===== config.mk =====
export PLATFORM = sky130hd
export DESIGN_NAME = lsm_queue
export DESIGN_NICKNAME = d
export VERILOG_FILES = /design/src/hw/rtl/lsm_pkg.sv /design/src/hw/rtl/lsm_queue.sv
export SDC_FILE = /design/constraint.sdc
export NUM_CORES = 1
export LEC_CHECK = 0
export ABC_AREA = 1
export BUFFER_PORTS_ARGS = -buffer_cell sky130_fd_sc_hd__buf_2
export CORE_MARGIN = 2
export CORE_UTILIZATION = 29
export CTS_BUF_LIST = sky130_fd_sc_hd__clkbuf_16
export DETAILED_ROUTE_END_ITERATION = 16
export SLEW_MARGIN = 20
export SYNTH_ARGS = -nofsm -noshare
export SYNTH_HDL_FRONTEND = slang
export SYNTH_SLANG_ARGS = --single-unit

===== constraint.sdc =====
create_clock -name clk -period 2.3 [get_ports clk]
set_input_delay 0.46 -clock clk [delete_from_list [all_inputs] [get_ports clk]]
set_output_delay 0.46 -clock clk [all_outputs]
set_load 0.005 [all_outputs]

===== src/hw/rtl/lsm_pkg.sv =====
`default_nettype none
// ----------------------------------------------------------------------------
// lsm_pkg: shared types, constants and table functions
// Constants, queue entry type and the exp and log2 lookup tables.
// ----------------------------------------------------------------------------
package lsm_pkg;

	localparam int MAX_VOCAB       = 262144;
	localparam int EXP_TABLE_DEPTH = 256;
	localparam int EXP_IDX_W       = $clog2(EXP_TABLE_DEPTH);
	localparam int VOCAB_W         = 19;
	localparam int IDX_W           = 18;
	localparam int SUM_W           = 40;
	localparam logic [SUM_W-1:0] SUM_MAX = {SUM_W{1'b1}};
	localparam logic [16:0] ONE_Q16 = 17'd65536;
	localparam logic [16:0] LOG2E_Q16 = 17'd94548;
	localparam logic [15:0] LN2_Q16 = 16'd45426;
	localparam logic [VOCAB_W-1:0] VOCAB_RESET = 19'd32000;
	localparam logic [1:0] REG_VOCAB = 2'd0;

	// queue entry from front to back
	typedef struct packed {
		logic signed [15:0] logit;
		logic               first;     // element index zero
		logic               hit;       // element index equals target
		logic               row_end;
		logic               bad_tgt;   // target not below row length
		logic               last_row;
	} lsm_item_t;

	// queue status towards the front
	typedef struct packed {
		logic full;
		logic empty;
	} lsm_qstat_t;

	typedef enum logic [1:0] {
		BK_IDLE,
		BK_EXP,
		BK_LN,
		BK_OUT
	} lsm_bk_state_t;

	// 2^(-k/DEPTH) in Q16
	function automatic logic [16:0] exp_entry(input int unsigned k);
		logic [63:0] y, term, acc;
		logic [63:0] acc_s;
		y = (64'(k) * 64'd744261118) / 64'(EXP_TABLE_DEPTH);
		term = 64'd1 << 30;
		acc = term;
		for (int n = 1; n <= 13; n++) begin
			term = ((term * y) >> 30) / 64'(n);
			if ((n % 2) == 1) acc = acc - term;
			else acc = acc + term;
		end
		if (acc[63]) acc = 64'd0;
		acc_s = (acc + 64'd8192) >> 14;
		return acc_s[16:0];
	endfunction

	// log2(1 + k/256) in Q24
	function automatic logic [23:0] log2_entry(input int unsigned k);
		logic [63:0] x;
		logic [23:0] r;
		x = 64'(256 + k) << 22;
		r = '0;
		for (int i = 0; i < 24; i++) begin
			x = (x * x) >> 30;
			if (x >= (64'd2 << 30)) begin
				x = x >> 1;
				r[23-i] = 1'b1;
			end
		end
		return r;
	endfunction

endpackage
`default_nettype wire


===== src/hw/rtl/lsm_queue.sv =====
`default_nettype none
// ----------------------------------------------------------------------------
// lsm_queue: four-entry item queue
// Decouples the front classification from the back arithmetic.
// ----------------------------------------------------------------------------
module lsm_queue (
	input  wire logic               clk,
	input  wire logic               arst_n,
	input  wire logic               push,
	input  wire lsm_pkg::lsm_item_t wdata,
	input  wire logic               pop,
	output lsm_pkg::lsm_item_t      rdata,
	output lsm_pkg::lsm_qstat_t     qstat
);
	import lsm_pkg::*;

	lsm_item_t  mem_q [4];
	logic [1:0] wp_q, rp_q;
	logic [2:0] cnt_q;

	assign rdata       = mem_q[rp_q];
	assign qstat.full  = cnt_q == 3'd4;
	assign qstat.empty = cnt_q == 3'd0;

	always_ff @(posedge clk) begin
		if (push) mem_q[wp_q] <= wdata;
	end

	// pointers and fill count
	always_ff @(posedge clk or negedge arst_n) begin
		if (!arst_n) begin
			wp_q  <= '0;
			rp_q  <= '0;
			cnt_q <= '0;
		end else begin
			if (push) wp_q <= wp_q + 2'd1;
			if (pop) rp_q <= rp_q + 2'd1;
			cnt_q <= cnt_q + 3'(push) - 3'(pop);
		end
	end

	a_no_underflow: assert property (@(posedge clk) disable iff (!arst_n)
		pop |-> !qstat.empty)
		else $error("pop from empty queue");
	a_cnt_hold: assert property (@(posedge clk) disable iff (!arst_n)
		!push && !pop |=> $stable(cnt_q))
		else $error("count moved without transfer");
	a_cnt_max: assert property (@(posedge clk) disable iff (!arst_n)
		cnt_q <= 3'd4)
		else $error("count overflow");

endmodule
`default_nettype wire


Yosys cells after proc, flatten, opt, wreduce, memory -nomap -nowiden

Memories as Yosys holds them, arrays and structs flattened.
Index checks and enable logic that the tools add are counted.

Add/subtract/negate cells: 4
Equal/unequal tests: 1
Multiplexer cells: 2
Reduce and logical (&&, ||, !) cells: 1

Operator list:

| kind                  | count |
|---|---|
| $add A2 B1 Y2 const B | 2 |
| $add A3 B1 Y3         | 1 |
| $eq A3 B3 Y1 const B  | 1 |
| $logic_not A3 Y1      | 1 |
| $sub A3 B1 Y3         | 1 |
| $mux W1               | 2 |

Bits in registers: 7
Bits in writable memories: 84
Bits of input ports: 25
Memories: 1

Memories:

| memory | words | bits a word | rd ports | clocked after Yosys merged registers in | write ports | line            | source |
|---|---|---|---|---|---|---|---|
| mem_q  | 4     | 21          | 1        | 0                                       | 1           | lsm_queue.sv:17 | `lsm_item_t mem_q [4];` |

Logic depth before layout (Yosys ltp)

Gate-level depths: netlist of the first run.

Depth after elaboration: 2
Gate-level depth with buffers: 10
Gate-level depth less buffers: 10

Least setup slack after synthesis of the first run

Ideal clock, no wire load.

Path kind: input to register
Start: input port pop
End: register cnt_q[2]
Setup time: 117 ps
Data arrival time: 1512 ps
Data required time: 2183 ps
Path slack: 671 ps
Cell stages on the path: 8
Path through: ha_1 > inv_1 > ha_1 > fa_1 > inv_1 > nand2_1 > nand3_1 > nand2_1

Word-level cells in the longest chain between the ends: 1

Ends and longest elaborated chain:

| what                 | line            | source |
|---|---|---|
| from (decl)          | lsm_queue.sv:11 | `input wire logic pop,` |
| $sub A3 B1 Y3        | lsm_queue.sv:38 | `cnt_q <= cnt_q + 3'(push) - 3'(pop);` |
| to (signal assigned) | lsm_queue.sv:38 |  |
| to (decl)            | lsm_queue.sv:19 | `logic [2:0] cnt_q;` |

No other way between the ends.
A chain may end at the register's enable or synchronous reset.

==> results_dict.tcl, run 1 <==
set metrics [dict create \
    fp-row-count 43 \
    cts_buffers 9 \
    initialDrtViolationCount 79 \
    synth_top_family_by_area "simple AND/OR/NAND/NOR gates" \
    critical_path_required_ns 1.84 \
    crit_arrival_ns 1.53 \
    groute.usage.overall_pct 11.4 \
    drv_cap 0 \
    portBuffers 47 \
    clkSlewWorstSetupHoldPaths_ns 0.06 \
    fin_util_pct 34.4 \
    antenna_found_initial 0 \
    grt_pass1_vias 2537 \
    hold_class "in -> reg" \
    ys_ff_latch 91 \
    ant_nets 0 \
    route.detailed.drc 0 \
    fin_ws_ns 0.313 \
    grt-ovfl-total 0 \
    crit_slowest_cell "dfrtp_2" \
    synth_fp_nets 407 \
    die_area_um2 14800 \
    wire_per_inst_um 12.6 \
    path_buf_inv 2 \
    drt-vias-per-instance 4.09 \
    tritoncts "done" \
    cp_cell_sequence "inv_6 -> nand2_1 -> nand3_1 -> nand2_1 -> buf_2" \
    start_kind "flip-flop" \
    tightest_slew_ns 0.409 \
    nets 463 \
    finClkSkew_ns 0.00393 \
    fin_setup_tns_ns 0 \
    period_minus_slack_ns 1.99 \
    cellLeakagePower_uw 0.00223 \
    die_h_um 122 \
    crit_path_frequent_cell "nand2_1" \
    worst-path-max-fanout 42 \
    cts.sinks 91 \
    maxSlewViolCount 0 \
    rsz0062_at_grt "no" \
    clock_path_buffers 2 \
    avgSynthCellArea_um2 10.7 \
    powerDensity_nw_per_um2 1180 \
    gp_congestion 0.712 \
    vias 2518 \
    yosys.cell_types.count 17 \
    cts_root_buffer "clkbuf_16" \
    synth-adder-area-share_pct 2.36 \
    cts_max_level 3 \
    dr.pass1.iters 4 \
    synth-xor-area-share_pct 0.653 \
    critical_path_class "reg -> out" \
    synth-simple-area-share_pct 17.7 \
    hold_viol 0 \
    whs_ns 0.341 \
    start_util_pct 29.3 \
    synth-seq-area-share_pct 67.0 \
    dieWidth_um 122 \
    post-cts-setup-buffers 0 \
    syn_inst 375 \
    core_area_um2 13700 \
    clkLatencyLatePin_ns 0.33 \
    final.period_utilization_pct 86.4 \
    grt_max_degree 43 \
    final_cell_mix "inv_1, nand2_1, edfxtp_1" \
    setup_viol 0 \
    synthMuxAreaShare_pct 0 \
    drive_gt1_share_pct 21.1 \
    dpl.hpwl_mm 4.91 \
    fmax_mhz 503 \
    synthToLayoutAreaGrowth_pct 17.4 \
    endpoint_kind "primary output" \
    grt_pass1_wl_mm 12.3 \
    pre_cts_ws_ns 0.469 \
    max_slew_margin_pct 72.7 \
    critical-path-max-stage-delay_ns 0.47 \
    final_common_cell "inv_1" \
    routed_wl_mm 7.79 \
    io_pins 48 \
    synth-compound-area-share_pct 0.124 \
    ir_drop_v 0.000493 \
    yosys_warnings 0 \
    synth_area_um2 4030 \
    crit_family "buffers and inverters" \
    outcome "finished, final reports clean" \
]
final cells by class:
type,count,area [um2]
Inverter,98,373
Clock inverter,6,36.3
Multi-Input combinational cell,172,837
Clock buffer,9,225
Timing Repair Buffer,59,328
Sequential cell,91,2700
Antenna cell,1,2.50
Tap cell,180,225
Fill cell,1337,8990
layer usage:
metal / wire length (um) / global-route usage [%] / up-vias
li1: - / - / 1267
met1: 3250 / 12.7 / 1178
met2: 4000 / 20.3 / 59
met3: 404 / 3.42 / 14
met4: 130 / 4.17 / 0
met5: 0 / 0 / -
final timing paths:
path / depth (start not counted) / slack [ns] / to / startpoint
min reg2reg: 1 / 0.53 / wp_q[0] / wp_q[0]
min in group asynchronous: 2 / 0.49 / cnt_q[1] / arst_n
min: 1 / 0.34 / mem_q[2][11] / wdata[11]
max: 5 / 0.31 / rdata[10] / rp_q[0]
max reg2reg: 9 / 0.65 / cnt_q[2] / cnt_q[0]
max in group asynchronous: 2 / 1.64 / rp_q[0] / arst_n
cell usage after synthesis:
master | count | area share, %
buf_2 | 4 | 0.50
buf_4 | 4 | 0.75
buf_6 | 3 | 0.84
buf_8 | 2 | 0.75
clkbuf_2 | 1 | 0.12
dfrtp_1 | 7 | 4.4
edfxtp_1 | 84 | 63
fa_1 | 1 | 0.50
ha_1 | 6 | 1.9
inv_1 | 97 | 9.0
inv_6 | 1 | 0.22
nand2_1 | 96 | 8.9
nand2_2 | 20 | 3.1
nand3_1 | 43 | 5.3
nor3_1 | 2 | 0.25
o21ai_0 | 1 | 0.12
xor2_1 | 3 | 0.65
state kept, by name, summed over array words and instances, names as in the netlist:
name and cells:
mem_q 84, cnt_q 3, rp_q 2, wp_q 2
logic make-up (layout without fill, tap and decap cells):
kind of cell	Yosys count	in the layout
and+or+nand+nor	161	161
buffers and inverters	112	172
DFF	91	91
adders and majority gates	7	7
xor gates and xnor gates	3	3
AOI/OAI and AO/OA	1	1
other	0	1
where the power goes:
part           switching [uW]  total, uW  internal, uW
clock network             553       1270           717
registers                 123       2310          2180
logic                    1280       1990           711
stage by stage:
step           area [um2]  total power, uW  std cells
3_3_place_gp         4450             4300        599
5_1_grt              4720             6010        615
6_report             4730             5570        616
2_1_floorplan        4030             3680        375
4_1_cts              4720             5660        615
3_5_place_dp         4450             4380        599
timing repair:
action | in CTS | in global routing
hold buffers | 1 | 0
hold endpoints to repair | 7 | 0
resized for setup | 0 | 0
worst reg2reg max path, delay by kind of cell, from the launching register on:
family | cells | cell delay (ns)
fa+ha+maj | 3 | 0.83
buf+inv | 3 | 0.16
flops | 1 | 0.37
simple gates | 3 | 0.19
Power figures use the tool's default switching activity.
==> run 2, diff against run 1 <==
- CELL_PAD_IN_SITES_DETAIL_PLACEMENT: unset -> 0
- CELL_PAD_IN_SITES_GLOBAL_PLACEMENT: unset -> 1
- PLACE_DENSITY_LB_ADDON: unset -> 0.1
==> results_dict.tcl, run 2 (synthesized netlist as in run 1, its figures left out) <==
set metrics [dict create \
    ir_drop_v 0.000469 \
    critical_path_class "reg -> out" \
    fmax_mhz 510 \
    critical_path_required_ns 1.84 \
    fin_setup_tns_ns 0 \
    fin_util_pct 34.6 \
    grt_pass1_vias 2323 \
    tightest_slew_ns 0.453 \
    wl_met1_mm 3.76 \
    fillers 1403 \
    final_common_cell "inv_1" \
    grt_pass1_wl_mm 12.8 \
    multi_input_area_um2 837 \
    post-cts-setup-buffers 0 \
    vias 2455 \
    reg.largest.list "mem_q x84, cnt_q x3" \
    endpoint "rdata[16]" \
    placed_area_um2 4470 \
    cts_buffers 9 \
    tritoncts "done" \
    finish.instance_area_um2 4740 \
    ant_nets 0 \
    seq_area_um2 2700 \
    reg2reg_to "cnt_q[2]" \
    place_inst 598 \
    rrSetupSlack_ns 0.66 \
    endpoint_kind "primary output" \
    startpoint "rp_q[0]" \
    hold_class "in -> reg" \
    drt-vias-per-instance 3.99 \
    routed_wl_mm 8.23 \
    clock_path_buffers 2 \
    largest_register "mem_q" \
    max_slew_margin_pct 69.8 \
    final_cell_mix "inv_1, nand2_1, edfxtp_1" \
    drive_gt1_share_pct 21.1 \
    maxSlewViolCount 0 \
    gp_congestion 0.723 \
    routed-wl-met2_mm 3.99 \
    drv_cap 0 \
    clkLatencyLatePin_ns 0.34 \
    rr_startpoint "cnt_q[0]" \
    grt_max_degree 43 \
    cts_root_buffer "clkbuf_16" \
    dpl.hpwl_mm 5.00 \
    period_minus_slack_ns 1.96 \
    finClkSkew_ns 0.00641 \
    io_pins 48 \
    nets 462 \
    cts.sinks 91 \
    portBuffers 47 \
    post_layout_nonfiller_instances 616 \
    outcome "finished, final reports clean" \
    fp-row-count 43 \
    r2r.worst_path.cells 9 \
    start_kind "flip-flop" \
    highest_layer "met4" \
    groute.usage.overall_pct 12.1 \
    antenna_found_initial 1 \
    largest_reg_flops 84 \
    initialDrtViolationCount 100 \
    wire_per_inst_um 13.4 \
    start_util_pct 29.3 \
    grt-ovfl-total 0 \
    dieWidth_um 122 \
    dr_wl_met3_um 295 \
    cts_max_level 3 \
    powerDensity_nw_per_um2 1180 \
    die_h_um 122 \
    design_power_total_uw 5620 \
    dr.pass1.iters 4 \
    die_area_um2 14800 \
    cellLeakagePower_uw 0.00223 \
    setup_viol 0 \
    rsz0062_at_grt "no" \
    route.detailed.drc 0 \
    core_area_um2 13700 \
    synthToLayoutAreaGrowth_pct 17.8 \
    worst-path-max-fanout 42 \
    hold_viol 0 \
    crit_arrival_ns 1.50 \
    clkSlewWorstSetupHoldPaths_ns 0.06 \
    final.period_utilization_pct 85.3 \
]
[run 2: worst min path at each step]
stage,startpoint,endpoint,slack (ns),depth (start not counted)
final,pop,rp_q[0],0.34,2
after detailed placement,arst_n,cnt_q[2],0.31,1
after CTS,wdata[14],mem_q[1][14],0.32,1
after global routing,wdata[10],mem_q[0][10],0.33,1
after floorplan,arst_n,cnt_q[0],0.16,0
after global placement,arst_n,cnt_q[2],0.31,1
[run 2: layout make-up]
cell class | instances | area share, %
repair buffers | 58 | 7.28
diodes | 1 | 0.0528
well taps | 180 | 4.75
multi-input cells | 172 | 17.7
clock inverters | 7 | 0.739
flip-flops and latches | 91 | 56.9
clock buffers | 9 | 4.75
inverters | 98 | 7.86
[run 2: power by group]
| group | switching, uW | internal, uW | leakage, uW | total, uW |
|---|---|---|---|---|
| Combinational | 1300 | 729 | 0.00124 | 2030 |
| Sequential | 111 | 2180 | 0.000853 | 2290 |
| Clock | 582 | 716 | 0.000131 | 1300 |
| Total | 1990 | 3630 | 0.00223 | 5620 |
[run 2: routing by layer]
metal | up-vias | global-route usage [%]
met1 | 1127 | 14.8
met4 | 0 | 6.03
met3 | 13 | 3.00
met5 | - | 0
met2 | 41 | 19.9
li1 | 1274 | -
[run 2: worst max-delay path: stages (launching register included)]
cell	delay [ns]
dfrtp_2	0.44
inv_6	0.33
nand2_1	0.09
nand3_1	0.08
nand2_1	0.08
buf_2	0.13
[run 2: through the flow]
stage                     hold WS [ns]  setup slack, ns
after detailed placement         0.309            0.482
after global placement           0.310            0.505
after floorplan                  0.164            0.671
after global routing             0.328            0.192
after CTS                        0.319            0.264
final                            0.336            0.338
[run 2: repair_timing]
action	in CTS	in global routing
gates resized for setup	0	0
endpoints found under the hold margin	7	0
hold buffers	1	0
