File: config.mk
export PLATFORM = sky130hd
export DESIGN_NAME = lsm_front_flat
export DESIGN_NICKNAME = d
export VERILOG_FILES = /design/src/hw/rtl/lsm_pkg.sv /design/src/hw/rtl/lsm_if.sv /design/src/hw/rtl/lsm_front.sv /design/src/flat_wrapper.sv
export SDC_FILE = /design/constraint.sdc
export NUM_CORES = 1
export LEC_CHECK = 0
export BUFFER_PORTS_ARGS = -buffer_cell sky130_fd_sc_hd__buf_4
export CAP_MARGIN = 0
export CELL_PAD_IN_SITES_DETAIL_PLACEMENT = 2
export CELL_PAD_IN_SITES_GLOBAL_PLACEMENT = 2
export CORE_ASPECT_RATIO = 1.4
export CORE_MARGIN = 2
export CORE_UTILIZATION = 30
export CTS_CLUSTER_SIZE = 8
export DETAILED_ROUTE_END_ITERATION = 8
export PLACE_DENSITY_LB_ADDON = 0.1
export SLEW_MARGIN = 40
export SYNTH_ARGS = -nofsm -noshare
export SYNTH_HDL_FRONTEND = slang
export SYNTH_SLANG_ARGS = --single-unit
export TNS_END_PERCENT = 10
File: constraint.sdc
create_clock -name clk -period 4.53 [get_ports clk]
set_clock_uncertainty 0.1 [all_clocks]
set_input_delay 0.2265 -clock clk [delete_from_list [all_inputs] [get_ports clk]]
set_output_delay 0.2265 -clock clk [all_outputs]
set_load 0.005 [all_outputs]
File: src/hw/rtl/lsm_pkg.sv
`default_nettype none
// ----------------------------------------------------------------------------
// lsm_pkg: shared types, constants and table functions
// Constants, queue entry type and the exp and log2 lookup tables.
// ----------------------------------------------------------------------------
package lsm_pkg;

	localparam int MAX_VOCAB       = 262144;
	localparam int EXP_TABLE_DEPTH = 256;
	localparam int EXP_IDX_W       = $clog2(EXP_TABLE_DEPTH);
	localparam int VOCAB_W         = 19;
	localparam int IDX_W           = 18;
	localparam int SUM_W           = 40;
	localparam logic [SUM_W-1:0] SUM_MAX = {SUM_W{1'b1}};
	localparam logic [16:0] ONE_Q16 = 17'd65536;
	localparam logic [16:0] LOG2E_Q16 = 17'd94548;
	localparam logic [15:0] LN2_Q16 = 16'd45426;
	localparam logic [VOCAB_W-1:0] VOCAB_RESET = 19'd32000;
	localparam logic [1:0] REG_VOCAB = 2'd0;

	// queue entry from front to back
	typedef struct packed {
		logic signed [15:0] logit;
		logic               first;     // element index zero
		logic               hit;       // element index equals target
		logic               row_end;
		logic               bad_tgt;   // target not below row length
		logic               last_row;
	} lsm_item_t;

	// queue status towards the front
	typedef struct packed {
		logic full;
		logic empty;
	} lsm_qstat_t;

	typedef enum logic [1:0] {
		BK_IDLE,
		BK_EXP,
		BK_LN,
		BK_OUT
	} lsm_bk_state_t;

	// 2^(-k/DEPTH) in Q16
	function automatic logic [16:0] exp_entry(input int unsigned k);
		logic [63:0] y, term, acc;
		logic [63:0] acc_s;
		y = (64'(k) * 64'd744261118) / 64'(EXP_TABLE_DEPTH);
		term = 64'd1 << 30;
		acc = term;
		for (int n = 1; n <= 13; n++) begin
			term = ((term * y) >> 30) / 64'(n);
			if ((n % 2) == 1) acc = acc - term;
			else acc = acc + term;
		end
		if (acc[63]) acc = 64'd0;
		acc_s = (acc + 64'd8192) >> 14;
		return acc_s[16:0];
	endfunction

	// log2(1 + k/256) in Q24
	function automatic logic [23:0] log2_entry(input int unsigned k);
		logic [63:0] x;
		logic [23:0] r;
		x = 64'(256 + k) << 22;
		r = '0;
		for (int i = 0; i < 24; i++) begin
			x = (x * x) >> 30;
			if (x >= (64'd2 << 30)) begin
				x = x >> 1;
				r[23-i] = 1'b1;
			end
		end
		return r;
	endfunction

endpackage
`default_nettype wire

File: src/hw/rtl/lsm_if.sv
`default_nettype none
// ----------------------------------------------------------------------------
// lsm_in_if / lsm_out_if: valid-ready channels
// Input item channel and result channel with source and sink modports.
// ----------------------------------------------------------------------------
interface lsm_in_if;
	logic               valid;
	logic               ready;
	logic signed [15:0] logit;
	logic [17:0]        target_token;
	logic               last_row;
	modport source (output valid, logit, target_token, last_row, input ready);
	modport sink (input valid, logit, target_token, last_row, output ready);
endinterface

`default_nettype wire

File: src/hw/rtl/lsm_front.sv
`default_nettype none
// ----------------------------------------------------------------------------
// lsm_front: item intake and classification
// Tracks element index, marks row start/end, target hit and bad target.
// ----------------------------------------------------------------------------
module lsm_front (
	input  wire logic                         clk,
	input  wire logic                         arst_n,
	lsm_in_if.sink                            in_ch,
	input  wire logic [lsm_pkg::VOCAB_W-1:0]  vocab_size,
	input  wire lsm_pkg::lsm_qstat_t          qstat,
	output lsm_pkg::lsm_item_t                item,
	output logic                              push
);
	import lsm_pkg::*;

	logic [IDX_W-1:0]   idx_q;
	logic [VOCAB_W-1:0] vlen;
	logic [VOCAB_W-1:0] idx_p1;
	logic               row_end;

	// clamp row length to [1, MAX_VOCAB]
	always_comb begin
		vlen = vocab_size;
		if (vlen == '0) vlen = VOCAB_W'(1);
		if (vlen > VOCAB_W'(MAX_VOCAB)) vlen = VOCAB_W'(MAX_VOCAB);
	end

	assign idx_p1  = {1'b0, idx_q} + VOCAB_W'(1);
	assign row_end = idx_p1 >= vlen;

	assign in_ch.ready = !qstat.full;
	assign push        = in_ch.valid && in_ch.ready;

	always_comb begin
		item.logit    = in_ch.logit;
		item.first    = idx_q == '0;
		item.hit      = idx_q == in_ch.target_token;
		item.row_end  = row_end;
		item.bad_tgt  = {1'b0, in_ch.target_token} >= vlen;
		item.last_row = in_ch.last_row;
	end

	// element counter
	always_ff @(posedge clk or negedge arst_n) begin
		if (!arst_n) begin
			idx_q <= '0;
		end else if (push) begin
			idx_q <= row_end ? '0 : idx_p1[IDX_W-1:0];
		end
	end

	a_idx_range: assert property (@(posedge clk) disable iff (!arst_n)
		push && row_end |=> idx_q == '0)
		else $error("index not cleared at row end");
	a_no_push_full: assert property (@(posedge clk) disable iff (!arst_n)
		qstat.full |-> !push)
		else $error("push into full queue");
	a_step: assert property (@(posedge clk) disable iff (!arst_n)
		push && !row_end |=> idx_q == $past(idx_p1[IDX_W-1:0]))
		else $error("index step wrong");

endmodule
`default_nettype wire

File: src/flat_wrapper.sv
// flat-port wrapper written by rule: the top's interface ports become plain ports
module lsm_front_flat import lsm_pkg::*;
  (clk, arst_n, vocab_size, qstat, item, push, in_ch_valid, in_ch_logit, in_ch_target_token, in_ch_last_row, in_ch_ready);
  lsm_in_if in_ch_i ();
  input  wire logic clk;
  input  wire logic arst_n;
  input  wire logic [lsm_pkg::VOCAB_W-1:0] vocab_size;
  input  wire lsm_pkg::lsm_qstat_t qstat;
  output lsm_pkg::lsm_item_t item;
  output logic push;
  input wire logic [$bits(in_ch_i.valid)-1:0] in_ch_valid;
  input wire logic [$bits(in_ch_i.logit)-1:0] in_ch_logit;
  input wire logic [$bits(in_ch_i.target_token)-1:0] in_ch_target_token;
  input wire logic [$bits(in_ch_i.last_row)-1:0] in_ch_last_row;
  output wire logic [$bits(in_ch_i.ready)-1:0] in_ch_ready;
  assign in_ch_i.valid = in_ch_valid;
  assign in_ch_i.logit = in_ch_logit;
  assign in_ch_i.target_token = in_ch_target_token;
  assign in_ch_i.last_row = in_ch_last_row;
  assign in_ch_ready = in_ch_i.ready;
  lsm_front u_core (.clk(clk), .arst_n(arst_n), .in_ch(in_ch_i), .vocab_size(vocab_size), .qstat(qstat), .item(item), .push(push));
endmodule
=== Word-level counts from Yosys, hierarchy flattened ===
Index checks and enable logic that the tools add are counted.

* $add $sub $neg: 1
* Order comparisons: 3
* Equal/unequal tests: 1
* Multiplexer cells: 3
* Reduce and logical (&&, ||, !) cells: 4

{| class="wikitable"
|+ Operator list
! kind !! number
|-
| two-way mux 19 bit || 2
|-
| adder 18 x 1 -> 19 bit (second input constant) || 1
|-
| greater-or-equal comparator 18 x 19 -> 1 bit || 1
|-
| greater-or-equal comparator 19 bit || 1
|-
| greater-than comparator 19 bit (second input constant) || 1
|-
| zero test 19 bit || 1
|-
| == test 18 bit || 1
|-
| zero test 18 bit || 1
|-
| two-way mux 18 bit || 1
|-
| logical AND 1 bit || 1
|-
| zero test 1 bit || 1
|}

* Register bits after elaboration: 18
* Output and inout bits: 23
* Word-level logic and storage cells: 13

=== Longest topological paths before layout ===
Gate-level depths: netlist (run 1).

* Depth in word-level cells: 6
* Depth in mapped cells: 14
* Gate-level depth less buffers: 12

=== Least setup slack after synthesis (run 1) ===
No wires, ideal clock.

* Path kind: in2out
* Start: input port vocab_size[5] in the netlist's numbering
* End: output port item[2] in the netlist's numbering
* Data arrival time: 2,976 ps
* Data required time: 4,203 ps
* Slack: 1,228 ps
* Cell stages on the path: 11
* Path buffers: 2
* Path through: or4_1 -> nor4_1 -> xnor2_1 -> nand2_1 -> ha_1 -> and4_1 -> a221oi_1 -> o211ai_1 -> or2_2 -> clkbuf_1 -> buf_4

* Longest elaborated chain between the ends: 5

{| class="wikitable"
|+ Ends and longest elaborated chain
! element !! RTL line !! RTL
|-
| start, declared || flat_wrapper.sv:7 || <nowiki>input wire logic [lsm_pkg::VOCAB_W-1:0] vocab_size;</nowiki>
|-
| zero test 19 bit || lsm_front.sv:25 || <nowiki>if (vlen == '0) vlen = VOCAB_W'(1);</nowiki>
|-
| two-way mux 19 bit * || lsm_front.sv:25 ||
|-
| greater-than comparator 19 bit || lsm_front.sv:26 || <nowiki>if (vlen > VOCAB_W'(MAX_VOCAB)) vlen = VOCAB_W'(MAX_VOCAB);</nowiki>
|-
| two-way mux 19 bit * || lsm_front.sv:26 ||
|-
| greater-or-equal comparator 19 bit * || lsm_front.sv:30 || <nowiki>assign row_end = idx_p1 >= vlen;</nowiki>
|-
| end, declared || flat_wrapper.sv:9 || <nowiki>output lsm_pkg::lsm_item_t item;</nowiki>
|}

Mark *: on every way between the ends. The rest lies on a longest branch, timed or not.

==> results.txt, run 1 <==
----------------------------------------------------
[Setup path]
  Cell-by-cell listing of the critical path ... nand4_4 -> nor3_4 -> nand3_2 -> nor2_1 -> xor2_1 -> ha_1 -> and4_1 -> a221oi_1 -> o211ai_1 -> or2_2 -> buf_4
  WP data required ... between 4 and 5 ns
  Worst setup EP type ... primary output
  FF-to-FF Start ... u_core.idx_q[3]
  Worst Path Class, Setup ... reg -> out
  Buffering stage count on the worst path with inverters included ... 1
  Maximum fanout encountered on the critical timing path ... 10
  End of the worst register-to-register path ... u_core.idx_q[17]
  Data arrival, critical path ... 3.80 ns
  Cell type of the slowest stage on the worst timing path ... dfrtp_1
  Delay of the slowest critical-path stage ... 0.58 ns
  R2R setup slack ... around 0.78 ns
  Number of cell instances on the worst register-to-register path ... 11
  Cell family contributing the most delay on the critical path ... simple AND/OR/NAND/NOR gates
  Worst Setup Start Kind ... flop

[GRT]
  All-layer global routing usage ... around a fifth
  Vias in the first global route ... approximately 2700
  Overflow left after global routing ... 0
  Number of antenna violations at the first check in global routing ... 0
  Maximum number of pins on one net before global-route repair ... 21
  First-pass GRT wire length ... ~14000 µm

[Layout]
  Register bank with the most flops ... u_core.idx_q
  Largest registers ... u_core.idx_q: 18 flops
  Post-route design area ... approximately 0.0030 mm²
  Largest register FFs ... 18
  Fraction of layout cells with a size suffix above 1 ... between 20% and 30%
  Count of inserted antenna diode cells ... 0
  Area Growth Syn to Fin ... 13.4%
  Number of nets in the final layout ... about 440
  Filler cell count in the final layout ... a little over 1000

[Logic synthesis]
  Share of cell area taken by muxes after synthesis ... 1.20%
  Sequential cell area fraction in the yosys report ... roughly 17%
  Syn Inst Count ... between 300 and 400
  Number of flops mapped to enable cells by yosys ... 0
  Per-instance average area after synthesis ... slightly above 8 µm²
  Total of warnings raised by yosys ... 0
  Dominant synthesized flop cell ... dfrtp_1
  Adder-cell share of the synthesized area ... 18.7%
  Fraction of the mapped netlist area in compound gates ... 14.6%
  Main combinational cell family by area after synthesis ... simple AND/OR/NAND/NOR gates
  Area of the mapped netlist ... about 0.0026 mm²
  Flops & latches, synth ... 18
  Syn nets ... 413
  Number of unique standard cell types used by synthesis ... 50
  Fraction of synthesis flops using an asynchronous set or reset pin ... 100%
  Post-synthesis share of cell area spent on and, or, nand and nor gates ... between 20 and 30%
  Fraction of synthesized cell area in xor and xnor cells ... about 11%

[Die]
  Core footprint ... 0.00851 mm²
  Chip Width ... approximately 83 µm
  Effective utilization at floorplan ... a little under a third
  Top-level port count ... slightly above 80
  Die Ht ... 114 µm
  Total Die Area ... approximately 0.0095 mm²
  Row count ... 40

[CTS]
  CTS Buffer Depth ... 2
  Clk Latency, worst-skew pair ... roughly 0.26 ns
  Num Clock Sinks ... 18
  TritonCTS Buffers ... 3
  Quantity of gates resized following cts ... 0
  Root cell of the clock tree ... clkbuf_16
  TritonCTS clock tree ... built
  Buffer count from post-CTS setup fixing ... 0
  CTS Hold Buffers Added ... 1
  Clk pin slew, worst setup/hold paths ... ~0.060 ns
  Maximum level of the CTS H-tree ... 1

[Route]
  Number of nets with antenna violations after detailed routing ... 0
  Total vias in the final route ... 2368
  DRC ... 0
  DRC marker count from the first detailed-route iteration ... 27
  Detailed-route wire length ... 8530 µm
  Post-detailed-route via-to-cell ratio ... around 5.4
  Detailed-routing iteration count for the pre-antenna-repair pass ... 4
  Wirelength per Cell ... 19.3 µm

[Timing]
  Headroom to the max-slew limit ... approximately 55%
  Pins Over Slew Limit ... 0
  Number of failing hold endpoints at the final stage ... 0
  Setup TNS after final layout ... 0 ns
  Worst Tran Pin Value ... roughly 0.67 ns
  Crit share post-route ... approximately nine tenths
  Setup repair after global routing missed its margin ... no
  Highest achievable clock rate ... around 240 MHz
  Setup-violating endpoint count in the final report ... 0
  Post-route minimum period ... between 4 and 5 ns

[Placed design]
  Routability Congestion ... roughly 0.77
  Count of buffers inserted at the top-level ports ... 46
  Detail Placement HPWL ... about 7300 µm
  DP Area ... 0.00288 mm²

[Worst hold path]
  Worst hold path type ... in -> async

[Power and ir drop]
  Static leakage power ... between 1 and 1.5 nW
  Power density over the cells ... about 230 mW/mm²
  Worst-case vdd ir drop ... 0.000174 V

[Status]
  Run status ... finished, final reports clean

[Run]
  # Max-Cap Violations ... 0

----------------------------------------------------
per-stage QoR:
stage	util, %	hold slack [ns]	power (mW)	std cells	setup WS (ns)
final	34.8	0.289	0.693	441	0.404
after global routing	34.8	0.334	0.751	441	0.119
after CTS	34.8	0.295	0.708	441	0.305
after detailed placement	33.8	0.0293	0.518	437	0.393
after global placement	33.8	0.0290	0.505	437	0.485
after floorplan	-	-0.169	0.417	315	1.23
area by class of cell:
cell class              count  area [µm²]  area share [%]
clock buffers               3        75.1            2.53
inverters                   7        26.3           0.887
multi-input cells         253        1860            62.9
flip-flops and latches     18         450            15.2
well taps                 105         131            4.43
repair buffers             55         415            14.0
cell usage after synthesis, types with 2 or more instances:
master / instances / area (µm²)
a21oi_1: 10 / 50.1
a21o_1: 8 / 60.1
a311oi_1: 2 / 17.5
xor2_1: 23 / 201
a22o_1: 4 / 35.0
or3_1: 5 / 31.3
nor2b_1: 3 / 18.8
nor4_1: 12 / 75.1
buf_4: 20 / 150
xnor2_1: 11 / 96.3
nor2_1: 14 / 52.6
a211o_1: 2 / 17.5
o31ai_1: 5 / 37.5
o21ai_0: 13 / 65.1
nand4_1: 7 / 43.8
nand2_1: 44 / 165
mux2i_1: 2 / 20.0
inv_1: 6 / 22.5
nand4_4: 2 / 42.5
nand2b_1: 3 / 18.8
clkbuf_1: 6 / 22.5
ha_1: 39 / 488
nand3_1: 8 / 40.0
buf_2: 2 / 10.0
nand3_2: 3 / 30.0
and3_2: 2 / 15.0
dfrtp_1: 18 / 450
or4_1: 2 / 15.0
o211ai_1: 2 / 15.0
a211oi_1: 7 / 52.6
buf_6: 6 / 67.6
and3_1: 4 / 25.0
nor3_1: 3 / 15.0
cell families (layout without fill, tap and decap cells):
logic type | count (synthesis) | after routing
AOI/OAI and AO/OA | 57 | 57
DFF | 18 | 18
muxes | 3 | 3
xor gates and xnor gates | 34 | 34
and+or+nand+nor | 120 | 120
buffers and inverters | 44 | 65
adders and majority gates | 39 | 39
placed cells by master (no fill, tap or decap), types with 8 or more instances in the layout:
cell | synthesis | routed
xor2_1 | 23 | 23
a21o_1 | 8 | 8
nor2_1 | 14 | 14
o21ai_0 | 13 | 13
nand3_1 | 8 | 8
a21oi_1 | 10 | 10
dfrtp_1 | 18 | 18
nand2_1 | 44 | 44
xnor2_1 | 11 | 11
nor4_1 | 12 | 12
ha_1 | 39 | 39
buf_4 | 20 | 54
layer usage:
layer | part of all wire (%) | vias to the layer above | GRT usage, % | wire length (µm)
met5 | 0 | - | 0 | 0
met4 | 2.0 | 0 | 6.45 | 169
met3 | 2.7 | 7 | 1.66 | 229
met2 | 52 | 52 | 35.8 | 4480
met1 | 43 | 1152 | 22.8 | 3660
li1 | - | 1157 | - | -
worst max-delay path by stage:
stage	startpoint	endpoint	slack, ns	depth (start not counted)
after global placement	vocab_size[5]	item[2]	0.49	13
after CTS	u_core.idx_q[3]	item[2]	0.30	11
after global routing	u_core.idx_q[3]	item[2]	0.12	11
after floorplan	vocab_size[5]	item[2]	1.23	11
after detailed placement	vocab_size[5]	item[2]	0.39	13
final	u_core.idx_q[3]	item[2]	0.40	11
power by group:
part	total [mW]	internal, mW	switching, mW
clock network	0.185	0.117	0.0685
logic	0.307	0.138	0.168
registers	0.201	0.177	0.0246
total	0.693	0.432	0.261
Power figures use the tool's default switching activity.
==> run 2: changes to the inputs <==
--- a/config.mk
+++ b/config.mk
@@ -11,9 +11,10 @@
 export CELL_PAD_IN_SITES_GLOBAL_PLACEMENT = 2
 export CORE_ASPECT_RATIO = 1.4
 export CORE_MARGIN = 2
-export CORE_UTILIZATION = 30
+export CORE_UTILIZATION = 32
 export CTS_CLUSTER_SIZE = 8
 export DETAILED_ROUTE_END_ITERATION = 8
+export MAX_ROUTING_LAYER = met4
 export PLACE_DENSITY_LB_ADDON = 0.1
 export SLEW_MARGIN = 40
 export SYNTH_ARGS = -nofsm -noshare
==> constraint.sdc (replaced) <==
create_clock -name clk -period 5 [get_ports clk]
set_clock_uncertainty 0.1 [all_clocks]
set_input_delay 0.25 -clock clk [delete_from_list [all_inputs] [get_ports clk]]
set_output_delay 0.25 -clock clk [all_outputs]
set_load 0.005 [all_outputs]
==> run 2 against run 1 <==
Compared with the run above: setup slack gained 0.34 ns; hold slack gained 0.033 ns; non-clock buffer count decreased by 5; die area shrank 6.0%; register-to-register slack improved by 0.35 ns; count of clock-buffer cells in the layout grew 1; clock power about the same; power down 9.1%; global-route usage up 0.81 points; wire length decreased by 3.3%; critical endpoint unchanged.
==> results.txt, run 2 (synthesis gave the netlist of run 1 again) <==
----------------------------------------------------
[Run]
  # Max-Cap Violations ... 0 (unchanged)

[Power and ir drop]
  Power density over the cells ... 215 mW/mm² (-8.3%)
  Static leakage power ... 1.39 nW (-1.2%)
  Worst-case vdd ir drop ... 0.000177 V (+1.3%)

[Timing]
  Headroom to the max-slew limit ... 58.9% (+3.6 points)
  Highest achievable clock rate ... between 200 and 250 MHz
  Worst-case hold slack ... 0.323 ns (+0.0335 ns)
  Worst Tran Pin Value ... 0.615 ns (-0.0529 ns)
  Setup repair after global routing missed its margin ... no
  Setup-violating endpoint count in the final report ... 0 (unchanged)
  Number of failing hold endpoints at the final stage ... 0 (unchanged)
  Crit share post-route ... 85.1%
  Pins Over Slew Limit ... 0 (unchanged)
  Setup TNS after final layout ... 0 ns (unchanged)
  Post-route minimum period ... approximately 4.3 ns

[Route]
  DRC marker count from the first detailed-route iteration ... 27 (unchanged)
  Post-detailed-route via-to-cell ratio ... 5.45 (+1.4%)
  Detailed-routing iteration count for the pre-antenna-repair pass ... 4 (unchanged)
  DRC ... 0 (unchanged)
  Detailed-route wire length ... 8250 µm (-3.3%)
  Number of nets with antenna violations after detailed routing ... 0 (unchanged)
  Wirelength per Cell ... 19.0 µm (-1.8%)
  Total vias in the final route ... 2364 (-0.17%)

[CTS]
  CTS Buffer Depth ... 2 (unchanged)
  Num Clock Sinks ... 18 (unchanged)
  TritonCTS Buffers ... 3 (unchanged)
  TritonCTS clock tree ... built
  Buffer count from post-CTS setup fixing ... 0 (unchanged)
  Root cell of the clock tree ... clkbuf_16
  Clk pin slew, worst setup/hold paths ... 0.06 ns (about the same)
  Maximum level of the CTS H-tree ... 1 (unchanged)
  Clk Latency, worst-skew pair ... 0.25 ns (about the same)

[Layout]
  Most common cell after layout, fill and taps aside ... buf_4
  Sequential Area ... 450 µm² (unchanged)
  Count of inserted antenna diode cells ... 0 (unchanged)
  Post-route design area ... 0.00294 mm² (-0.93%)
  Largest registers ... u_core.idx_q: 18 flops
  Area Growth Syn to Fin ... 12.3%
  Multi-input gate area ... 0.00186 mm² (unchanged)
  Number of nets in the final layout ... 431 (-1.1%)
  Register bank with the most flops ... u_core.idx_q
  Filler cell count in the final layout ... 949 (-6.1%)
  Fraction of layout cells with a size suffix above 1 ... 20.2% (-0.95 points)
  Largest register FFs ... 18 (unchanged)
  Highest-count cells in the layout ignoring fill and taps ... buf_4 (49), nand2_1 (44), ha_1 (39)

[GRT]
  Vias in the first global route ... 2627 (-2.3%)
  Number of antenna violations at the first check in global routing ... 0 (unchanged)
  Maximum number of pins on one net before global-route repair ... 21 (unchanged)
  First-pass GRT wire length ... 13500 µm (-6.3%)
  Overflow left after global routing ... 0 (unchanged)
  All-layer global routing usage ... 19.9% (+0.81 points)

[Status]
  Run status ... finished, final reports clean

[Setup path]
  WP data required ... 4.65 ns (+0.45 ns)
  Data arrival, critical path ... 3.91 ns (+0.11 ns)
  Worst Setup Start Kind ... flop
  Maximum fanout encountered on the critical timing path ... 10 (unchanged)
  Worst Path Class, Setup ... reg -> out
  Worst setup EP type ... primary output

[Die]
  Row count ... 39 (-2.5%)
  Chip Width ... 80.4 µm (-3.0%)
  Top-level port count ... 82 (unchanged)
  Total Die Area ... 0.00892 mm² (-6.0%)
  Die Ht ... 111 µm (-3.1%)
  Core footprint ... 0.00805 mm² (-5.4%)
  Effective utilization at floorplan ... 32.5% (+1.7 points)

[Placed design]
  DP Area ... 0.00284 mm² (-1.4%)
  Detail Placement HPWL ... 6970 µm (-4.7%)
  Count of buffers inserted at the top-level ports ... 46 (unchanged)
  Routability Congestion ... 0.759 (-0.97%)

[Worst hold path]
  Worst hold path type ... in -> async

----------------------------------------------------
[run 2: changes by cell type in the layout (fill, tap and decap cells not counted)]
| cell | before | now |
|---|---|---|
| buf_4 | 54 | 49 |
| clkbuf_8 | 0 | 1 |
[run 2: critical path, cell delays in order (launching register included)]
cell      delay [ns]
dfrtp_1         0.61
nand3_2         0.31
nor3_4          0.34
nand3_2         0.19
nor2_1          0.23
xor2_1          0.23
ha_1            0.29
and4_1          0.24
a221oi_1        0.32
o211ai_1        0.26
or2_2           0.45
buf_4           0.17
[run 2: power breakdown]
| part | leakage [nW] | switching (mW) | internal (mW) | total [mW] |
|---|---|---|---|---|
| combinational | 1.13 | 0.131 | 0.116 | 0.246 |
| sequential | 0.224 | 0.0420 | 0.160 | 0.202 |
| clock | 0.0442 | 0.0600 | 0.122 | 0.182 |
[run 2: final timing paths]
path | startpoint | to | slack (ns) | cells past startpoint
setup / recovery | u_core.idx_q[2] | item[2] | 0.74 | 11
hold / removal | arst_n | u_core.idx_q[17] | 0.32 | 2
setup reg to reg | u_core.idx_q[2] | u_core.idx_q[13] | 1.13 | 12
hold reg to reg | u_core.idx_q[1] | u_core.idx_q[1] | 0.54 | 2
max in group asynchronous | arst_n | u_core.idx_q[8] | 4.27 | 2
min in group clk | in_ch_last_row | item[0] | 0.40 | 0
[run 2: layout make-up]
cell class / count / area share, %
clock buffer: 4 / 3.03
multi-input combinational: 253 / 63.5
timing repair buffer: 50 / 12.9
sequential: 18 / 15.3
tap: 102 / 4.35
inverter: 7 / 0.895
[run 2: per-layer routing]
layer	wire length (µm)	up-vias	track usage [%]
li1	-	1156	-
met1	3610	1165	23.9
met2	4370	41	36.1
met3	222	2	1.22
met4	44	0	3.95
met5	0	-	-
[run 2: what timing repair did]
| action | CTS | global route |
|---|---|---|
| hold endpoints to repair | 18 | 0 |
| hold buffers | 1 | 0 |
| resized for setup | 0 | 0 |
[run 2: metrics by stage]
stage	utilization, %	std cells	worst slack [ns]	power, mW
3_3_place_gp	35.2	429	0.887	0.443
2_1_floorplan	-	315	1.65	0.378
4_1_cts	36.5	434	0.675	0.642
5_1_grt	36.5	434	0.405	0.680
3_5_place_dp	35.2	429	0.837	0.456
6_report	36.5	434	0.744	0.630
